## src/sv/ccts_pkg.sv

```systemverilog
// ---------------------------------------------------------------------------
// ccts_pkg
// Types and constants shared by the capacitive charge-time sensor.
// ---------------------------------------------------------------------------
package ccts_pkg;

    localparam int LIMIT_W     = 24;
    localparam int DISCH_W     = 16;
    localparam int SAMPLE_W    = 8;
    localparam int TOTAL_OUT_W = 24;
    localparam int CFG_IDX_W   = 2;
    localparam int CFG_DATA_W  = 24;

    localparam logic [CFG_IDX_W-1:0] REG_TIMEOUT_LIMIT   = 2'd0;
    localparam logic [CFG_IDX_W-1:0] REG_DISCHARGE_TICKS = 2'd1;

    localparam logic [LIMIT_W-1:0] TIMEOUT_LIMIT_RST   = 24'd2480000;
    localparam logic [DISCH_W-1:0] DISCHARGE_TICKS_RST = 16'd640;

    typedef enum logic [2:0] {
        PH_IDLE      = 3'd0,
        PH_DISCHARGE = 3'd1,
        PH_CHARGE    = 3'd2,
        PH_PRECHARGE = 3'd3,
        PH_FALL      = 3'd4
    } phase_t;

    typedef struct packed {
        logic                action;
        logic [SAMPLE_W-1:0] sample_count;
        logic                pin_level;
    } in_item_t;

    typedef struct packed {
        logic                   send_level;
        logic                   recv_drive_enable;
        logic                   recv_drive_level;
        logic                   done_res;
        logic                   status;
        logic [TOTAL_OUT_W-1:0] total;
    } out_item_t;

    typedef struct packed {
        logic [CFG_IDX_W-1:0]  index;
        logic [CFG_DATA_W-1:0] data;
    } cfg_wr_t;

    typedef struct packed {
        logic [LIMIT_W-1:0] timeout_limit;
        logic [DISCH_W-1:0] discharge_ticks;
    } cfg_t;

endpackage

```

## src/sv/ccts_chan_if.sv

```systemverilog
// ---------------------------------------------------------------------------
// ccts_chan_if
// Valid/ready channel with a typed payload.
// ---------------------------------------------------------------------------
interface ccts_chan_if #(
    parameter type payload_t = logic
);
    logic     valid;
    logic     ready;
    payload_t payload;

    modport source (output valid, output payload, input ready);
    modport sink   (input valid, input payload, output ready);
endinterface

```

## src/sv/capacitive_charge_time_sensor_top.sv

```systemverilog
// ---------------------------------------------------------------------------
// capacitive_charge_time_sensor_top
// Charge/discharge timing of a capacitive pin with accumulated tick count.
// ---------------------------------------------------------------------------
// One item (a start or a clock tick with the sampled receive level) is
// accepted every cycle while neither side stalls, and each item gives
// exactly one result: the pin setting for the next phase, a done flag,
// timeout status and the running total. An item lands in the input register
// at its transfer edge, its result is loaded into the result register once
// that register is free, and the result then transfers from there. The
// combinational next-state logic of the phase machine sets the rate of one
// item per cycle. Either side may stall; the result register keeps a
// finished result while the next item is taken in.
// Registers: index 0 timeout_limit (reset 2480000), index 1 discharge_ticks
// (reset 640); write them only while no measurement item is in flight.
// TOTAL_BITS sets the width of the internal tick counter.
module capacitive_charge_time_sensor_top
    import ccts_pkg::*;
#(
    parameter int TOTAL_BITS = 24
) (
    input logic         clk,
    input logic         rst_n,
    ccts_chan_if.sink   sample_in,
    ccts_chan_if.source result_out,
    ccts_chan_if.sink   cfg_wr
);

    cfg_t      cfg_reg;
    logic      s1_valid_reg;
    in_item_t  s1_item_reg;
    logic      out_valid_reg;
    out_item_t out_item_reg;
    out_item_t core_result;
    logic      advance;
    logic      step;
    cfg_wr_t   wr;

    assign wr           = cfg_wr.payload;
    assign cfg_wr.ready = 1'b1;

    always_ff @(posedge clk or negedge rst_n)
    begin
        if (!rst_n)
        begin
            cfg_reg.timeout_limit   <= TIMEOUT_LIMIT_RST;
            cfg_reg.discharge_ticks <= DISCHARGE_TICKS_RST;
        end
        else if (cfg_wr.valid)
        begin
            unique case (wr.index)
                REG_TIMEOUT_LIMIT:   cfg_reg.timeout_limit   <= wr.data[LIMIT_W-1:0];
                REG_DISCHARGE_TICKS: cfg_reg.discharge_ticks <= wr.data[DISCH_W-1:0];
                default:             ;
            endcase
        end
    end

    // result register frees up when empty or when its transfer completes
    assign advance         = !out_valid_reg || result_out.ready;
    assign step            = s1_valid_reg && advance;
    assign sample_in.ready = !s1_valid_reg || advance;

    always_ff @(posedge clk or negedge rst_n)
    begin
        if (!rst_n)
        begin
            s1_valid_reg  <= 1'b0;
            out_valid_reg <= 1'b0;
        end
        else
        begin
            if (sample_in.ready)
            begin
                s1_valid_reg <= sample_in.valid;
            end
            if (advance)
            begin
                out_valid_reg <= s1_valid_reg;
            end
        end
    end

    always_ff @(posedge clk)
    begin
        if (sample_in.valid && sample_in.ready)
        begin
            s1_item_reg <= sample_in.payload;
        end
        if (step)
        begin
            out_item_reg <= core_result;
        end
    end

    ccts_core #(
        .TOTAL_BITS(TOTAL_BITS)
    ) u_core (
        .clk    (clk),
        .rst_n  (rst_n),
        .step   (step),
        .item   (s1_item_reg),
        .cfg    (cfg_reg),
        .result (core_result)
    );

    assign result_out.valid   = out_valid_reg;
    assign result_out.payload = out_item_reg;

endmodule

```

## src/sv/ccts_core.sv

```systemverilog
// ---------------------------------------------------------------------------
// ccts_core
// Measurement state machine: phase, running count, samples and discharge
// timer. Computes one result per step and updates state on the step.
// ---------------------------------------------------------------------------
module ccts_core
    import ccts_pkg::*;
#(
    parameter int TOTAL_BITS = 24
) (
    input  logic      clk,
    input  logic      rst_n,
    input  logic      step,
    input  in_item_t  item,
    input  cfg_t      cfg,
    output out_item_t result
);

    localparam int CMP_W = (TOTAL_BITS > LIMIT_W) ? TOTAL_BITS : LIMIT_W;

    phase_t              phase_reg, phase_next;
    logic [TOTAL_BITS-1:0] total_reg, total_next;
    logic [SAMPLE_W-1:0] samples_reg, samples_next;
    logic [DISCH_W-1:0]  wait_reg, wait_next;

    logic [TOTAL_BITS-1:0] total_inc;
    logic [CMP_W-1:0]      limit_ext;
    logic                  at_limit;
    logic                  at_max;
    logic                  inc_hit;
    logic                  done;
    logic                  stat;

    assign total_inc = total_reg + TOTAL_BITS'(1);
    assign limit_ext = CMP_W'(cfg.timeout_limit);
    assign at_limit  = CMP_W'(total_reg) >= limit_ext;
    assign at_max    = &total_reg;
    assign inc_hit   = (CMP_W'(total_inc) >= limit_ext) || (&total_inc);

    always_ff @(posedge clk or negedge rst_n)
    begin
        if (!rst_n)
        begin
            phase_reg   <= PH_IDLE;
            total_reg   <= '0;
            samples_reg <= '0;
            wait_reg    <= '0;
        end
        else if (step)
        begin
            phase_reg   <= phase_next;
            total_reg   <= total_next;
            samples_reg <= samples_next;
            wait_reg    <= wait_next;
        end
    end

    always_comb
    begin
        phase_next   = phase_reg;
        total_next   = total_reg;
        samples_next = samples_reg;
        wait_next    = wait_reg;
        done         = 1'b0;
        stat         = 1'b0;

        if (item.action)
        begin
            total_next = '0;
            if (item.sample_count == '0)
            begin
                done = 1'b1;
            end
            else
            begin
                samples_next = item.sample_count;
                phase_next   = PH_DISCHARGE;
                wait_next    = cfg.discharge_ticks;
            end
        end
        else
        begin
            unique case (phase_reg)
                PH_DISCHARGE:
                begin
                    if (wait_reg <= DISCH_W'(1))
                    begin
                        wait_next  = '0;
                        phase_next = PH_CHARGE;
                    end
                    else
                    begin
                        wait_next = wait_reg - DISCH_W'(1);
                    end
                end
                PH_CHARGE, PH_FALL:
                begin
                    if (at_limit)
                    begin
                        done = 1'b1;
                        stat = 1'b1;
                    end
                    else if (item.pin_level == (phase_reg == PH_FALL))
                    begin
                        // still counting: saturated counter also aborts
                        if (at_max)
                        begin
                            done = 1'b1;
                            stat = 1'b1;
                        end
                        else
                        begin
                            total_next = total_inc;
                            if (inc_hit)
                            begin
                                done = 1'b1;
                                stat = 1'b1;
                            end
                        end
                    end
                    else if (phase_reg == PH_CHARGE)
                    begin
                        phase_next = PH_PRECHARGE;
                    end
                    else
                    begin
                        samples_next = samples_reg - SAMPLE_W'(1);
                        if (samples_reg == SAMPLE_W'(1))
                        begin
                            done = 1'b1;
                        end
                        else
                        begin
                            phase_next = PH_DISCHARGE;
                            wait_next  = cfg.discharge_ticks;
                        end
                    end
                end
                PH_PRECHARGE:
                begin
                    phase_next = PH_FALL;
                end
                default:
                begin
                    phase_next = PH_IDLE;
                end
            endcase
        end

        if (done)
        begin
            phase_next   = PH_IDLE;
            samples_next = '0;
            wait_next    = '0;
        end

        result.send_level        = (phase_next == PH_CHARGE) || (phase_next == PH_PRECHARGE);
        result.recv_drive_enable = (phase_next == PH_DISCHARGE) || (phase_next == PH_PRECHARGE);
        result.recv_drive_level  = (phase_next == PH_PRECHARGE);
        result.done_res          = done;
        result.status            = stat;
        result.total             = TOTAL_OUT_W'(total_next);
    end

endmodule

```

## src/flat_wrapper.sv

```systemverilog
// flat-port wrapper written by rule: the top's interface ports become plain ports
module capacitive_charge_time_sensor_top_flat import ccts_pkg::*;
#(
    parameter int TOTAL_BITS = 24
)
  (clk, rst_n, sample_in_valid, sample_in_payload, sample_in_ready, result_out_valid, result_out_payload, result_out_ready, cfg_wr_valid, cfg_wr_payload, cfg_wr_ready);
  ccts_chan_if sample_in_i ();
  ccts_chan_if result_out_i ();
  ccts_chan_if cfg_wr_i ();
  input logic clk;
  input logic rst_n;
  input wire logic [$bits(sample_in_i.valid)-1:0] sample_in_valid;
  input wire logic [$bits(sample_in_i.payload)-1:0] sample_in_payload;
  output wire logic [$bits(sample_in_i.ready)-1:0] sample_in_ready;
  output wire logic [$bits(result_out_i.valid)-1:0] result_out_valid;
  output wire logic [$bits(result_out_i.payload)-1:0] result_out_payload;
  input wire logic [$bits(result_out_i.ready)-1:0] result_out_ready;
  input wire logic [$bits(cfg_wr_i.valid)-1:0] cfg_wr_valid;
  input wire logic [$bits(cfg_wr_i.payload)-1:0] cfg_wr_payload;
  output wire logic [$bits(cfg_wr_i.ready)-1:0] cfg_wr_ready;
  assign sample_in_i.valid = sample_in_valid;
  assign sample_in_i.payload = sample_in_payload;
  assign sample_in_ready = sample_in_i.ready;
  assign result_out_valid = result_out_i.valid;
  assign result_out_payload = result_out_i.payload;
  assign result_out_i.ready = result_out_ready;
  assign cfg_wr_i.valid = cfg_wr_valid;
  assign cfg_wr_i.payload = cfg_wr_payload;
  assign cfg_wr_ready = cfg_wr_i.ready;
  capacitive_charge_time_sensor_top #(.TOTAL_BITS(TOTAL_BITS)) u_core (.clk(clk), .rst_n(rst_n), .sample_in(sample_in_i), .result_out(result_out_i), .cfg_wr(cfg_wr_i));
endmodule
```

## config.mk

```make
export PLATFORM = sky130hd
export DESIGN_NAME = capacitive_charge_time_sensor_top_flat
export DESIGN_NICKNAME = d
export VERILOG_FILES = /design/src/sv/ccts_pkg.sv /design/src/sv/ccts_chan_if.sv /design/src/sv/capacitive_charge_time_sensor_top.sv /design/src/sv/ccts_core.sv /design/src/flat_wrapper.sv
export SDC_FILE = /design/constraint.sdc
export NUM_CORES = 1
export LEC_CHECK = 0
export BUFFER_PORTS_ARGS = -buffer_cell sky130_fd_sc_hd__buf_2
export CORE_MARGIN = 2
export CORE_UTILIZATION = 54
export DETAILED_ROUTE_END_ITERATION = 12
export GPL_ROUTABILITY_DRIVEN = 0
export GPL_TIMING_DRIVEN = 0
export PLACE_DENSITY = 0.73
export SLEW_MARGIN = 10
export SYNTH_ARGS = -nofsm -noshare
export SYNTH_HDL_FRONTEND = slang
export SYNTH_SLANG_ARGS = --single-unit
```

## constraint.sdc

```tcl
create_clock -name clk -period 3.75 [get_ports clk]
set_input_delay 1.125 -clock clk [delete_from_list [all_inputs] [get_ports clk]]
set_output_delay 1.125 -clock clk [all_outputs]
set_load 0.02 [all_outputs]
```

==> qor.txt <==
Status: complete, no violations
Critical path capture point: u_core.u_core.samples_reg[2]$_DFFE_PN0P_
Final setup fails: 0
Clk_lat worst skew: 0.35 ns
Post-Place Cells: 539
Synthesis-to-layout area growth: 16.90%
Reg2reg end: u_core.u_core.samples_reg[2]$_DFFE_PN0P_
Share of cells above drive strength 1: 0.1754
Power per cell area: 267.2 nW/µm²
Final min period: 3.672 ns
Post-Syn Area: 3909 µm²
Antenna-violating nets left: 0
Row count: 31
Chip Height: 89.08 µm
Die width: 89.08 µm
PortBufs: 9
Worst min path class: register to register
I/O pin count: 11
Routed len/inst: 15.65 µm
Final setup margin: 0.07791 ns
Origin of the worst min-delay path: u_core.u_core.wait_reg[6]$_DFFE_PN0P_
Overall Global Routing Usage: 0.2396
Via density: 5.834
Max reg flops: 24
Hpwl dp: 5.717 mm
TritonCTS clock tree: yes
Post-Place Worst Slack: -0.6961 ns
Starting Density: 0.5477
Fin cells: 578
Synth Register Bits: 57
EDFF count, synth: 2
Total power: 1.221 mW
H-tree Lvls: 3
Async S/R FF share, synth: 0.9649
CTS root buffer: clkbuf_8
Slew margin rel.: 0.5114
Final Slew Violations: 0
DRT Pass-1 Iters: 4
FMAX: 0.2723 GHz
Largest fanout on the critical path: 6
Peak supply drop: 0.2221 mV
Synth Warn #: 0
Avg Synthesized Cell Area: 9.069 µm²
CTS Buffer Depth: 2
Via count: 3372
Final nets: 509
Core Area: 7137 µm²
First-pass GRT wire length: 14.68 mm
Worst Setup SP: u_core.u_core.total_reg[5]$_DFFE_PN0P_
Crit path required time: 4.03 ns
Vias in the first global route: 3119
Post-CTS Hold Fix Bufs: 0
Clock Skew: 0.01108 ns
Worst R2R Setup Slack: 0.08 ns
Final WL: 9.045 mm
Element type at the critical path end: register
Seq/Total Area, Yosys: 0.3678
Final Util: 0.6403
WHS: 0.4859 ns
CTS Buf Count: 9
Ys flop type: dfrtp_1
DRT iter0 DRCs: 165
DRC Markers: 0
FF-to-FF path depth: 13
Clock sinks: 57
Pin count of the biggest net entering global routing: 56
Final hold violation count: 0
Cell variety after synth: 67
Tcrit/Tclk final: 0.9792
CP startpoint kind: register
Diode count: 0
Critical path class: register to register
Initial antenna violation count: 0
GRT overflow: 0
Die area: 7935 µm²
MaxCap Viol Count: 0
RSZ-0062 raised after global routing: true
Clock transition at the registers of the reported paths: 0.07 ns
Syn_nets: 466
Worst Tran Pin Value: 0.7329 ns
R2r startpoint: u_core.u_core.total_reg[5]$_DFFE_PN0P_
Post-Syn Instances: 431
Lkg Pwr: 2.130 nW
CP arrival: 3.96 ns
-- placed cells by master (no fill, tap or decap), types with 4 or more instances in the layout --
cell type,netlist,routed
dfrtp_1,54,48
nor2_1,44,44
nand2_1,39,37
ha_1,28,27
o21ai_0,26,25
buf_4,1,23
xnor2_1,23,23
xor2_1,22,22
nor3_1,14,14
inv_1,16,14
clkbuf_1,13,14
a21oi_1,15,13
nand3_1,11,10
clkbuf_8,0,9
nand2b_1,8,8
buf_2,4,8
and3_1,7,7
nor4_1,8,7
o21ai_1,6,7
and4_1,6,6
nand4_1,6,6
or3_1,6,6
o31ai_1,6,6
dfrtp_2,0,6
and2_1,4,4
a21o_1,4,4
-- through the flow --
| step | setup TNS (ns) | cell area [µm²] |
|---|---|---|
| global route | -0.03745 | 4569 |
| finish | 0 | 4569 |
| CTS | 0 | 4402 |
| floorplan | 0 | 3909 |
| detailed placement | -14.91 | 4080 |
| global placement | -13.18 | 4078 |
-- synth_stat cells (3+ instances only) --
library cell,count,area (µm²)
a21o_1,4,30.03
a21oi_1,15,75.07
and2_1,4,25.02
and3_1,7,43.79
and4_1,6,52.55
buf_2,4,20.02
clkbuf_1,13,48.80
dfrtp_1,54,1351
ha_1,28,350.3
inv_1,16,60.06
nand2_1,39,146.4
nand2b_1,8,50.05
nand3_1,11,55.05
nand4_1,6,37.54
nand4b_1,3,26.28
nor2_1,44,165.2
nor2b_1,3,18.77
nor3_1,14,70.07
nor4_1,8,50.05
o211ai_1,3,22.52
o21ai_0,26,130.1
o21ai_1,6,30.03
o31a_1,3,26.28
o31ai_1,6,45.04
or3_1,6,37.54
xnor2_1,23,201.4
xor2_1,22,192.7
-- worst min-delay path by stage --
| stage | to | slack, ns | cells after the start |
|---|---|---|---|
| 6_report | u_core.u_core.wait_reg[6]$_DFFE_PN0P_ | 0.49 | 2 |
| 5_1_grt | u_core.result_out.valid$_DFFE_PN0P_ | 0.53 | 1 |
| 3_5_place_dp | u_core.u_core.wait_reg[6]$_DFFE_PN0P_ | 0.47 | 2 |
| 4_1_cts | u_core.u_core.wait_reg[6]$_DFFE_PN0P_ | 0.49 | 2 |
| 2_1_floorplan | u_core.u_core.wait_reg[6]$_DFFE_PN0P_ | 0.45 | 2 |
| 3_3_place_gp | u_core.result_out.valid$_DFFE_PN0P_ | 0.47 | 1 |
-- what timing repair did --
item                                    in CTS  in global routing
endpoints found under the hold margin        0                  0
gates cloned                                 1                  0
endpoints found under the setup margin      27                 31
resized for setup                           17                 15
setup buffers                                6                 16
pin swaps                                    4                  6
-- cell type report --
type / count / area (µm²)
fill: 611 / 2567
sequential: 57 / 1445
multi-input combinational: 339 / 2401
inverter: 16 / 63.81
tap: 99 / 123.9
buffer: 19 / 105.1
timing repair buffer: 31 / 237.7
clock inverter: 6 / 60.06
clock buffer: 10 / 127.6
timing repair inverter: 1 / 5.005
-- where the power goes --
part           leakage, nW  total, mW  internal, mW  switching [mW]
sequential           0.748      0.624         0.621         0.00256
combinational         1.29     0.0312       0.00841          0.0228
clock               0.0920      0.566         0.303           0.263
-- critical path, stage by stage (launching register included) --
cell and delay, ns:
dfrtp_1 0.47, nand4_4 0.20, nor4_4 0.38, nand2_1 0.17, xnor2_1 0.17, ha_1 0.30, nand2_1 0.05, or4_1 0.46
o311a_1 0.39, o211ai_4 0.34, buf_12 0.17, nand2_4 0.06, or3_1 0.33, a21oi_2 0.14
-- cells by family after synthesis --
logic type | after synthesis | synth area share
AOI/OAI and AO/OA | 87 | 0.1565
xor gates and xnor gates | 45 | 0.1008
adders and majority gates | 28 | 0.08963
buffers and inverters | 35 | 0.03777
DFF | 57 | 0.3678
muxes | 1 | 0.002881
other | 1 | 0.0009594
and+or+nand+nor | 177 | 0.2436
-- metal layers --
| metal | up-vias | share of wire | global-route usage |
|---|---|---|---|
| met5 | - | 0 | 0 |
| met4 | 0 | 0.026 | 0.1140 |
| met3 | 22 | 0.041 | 0.04155 |
| met2 | 87 | 0.47 | 0.3657 |
| met1 | 1636 | 0.46 | 0.3316 |
| li1 | 1627 | - | - |
Note: power is estimated with default switching activity, not from simulation.
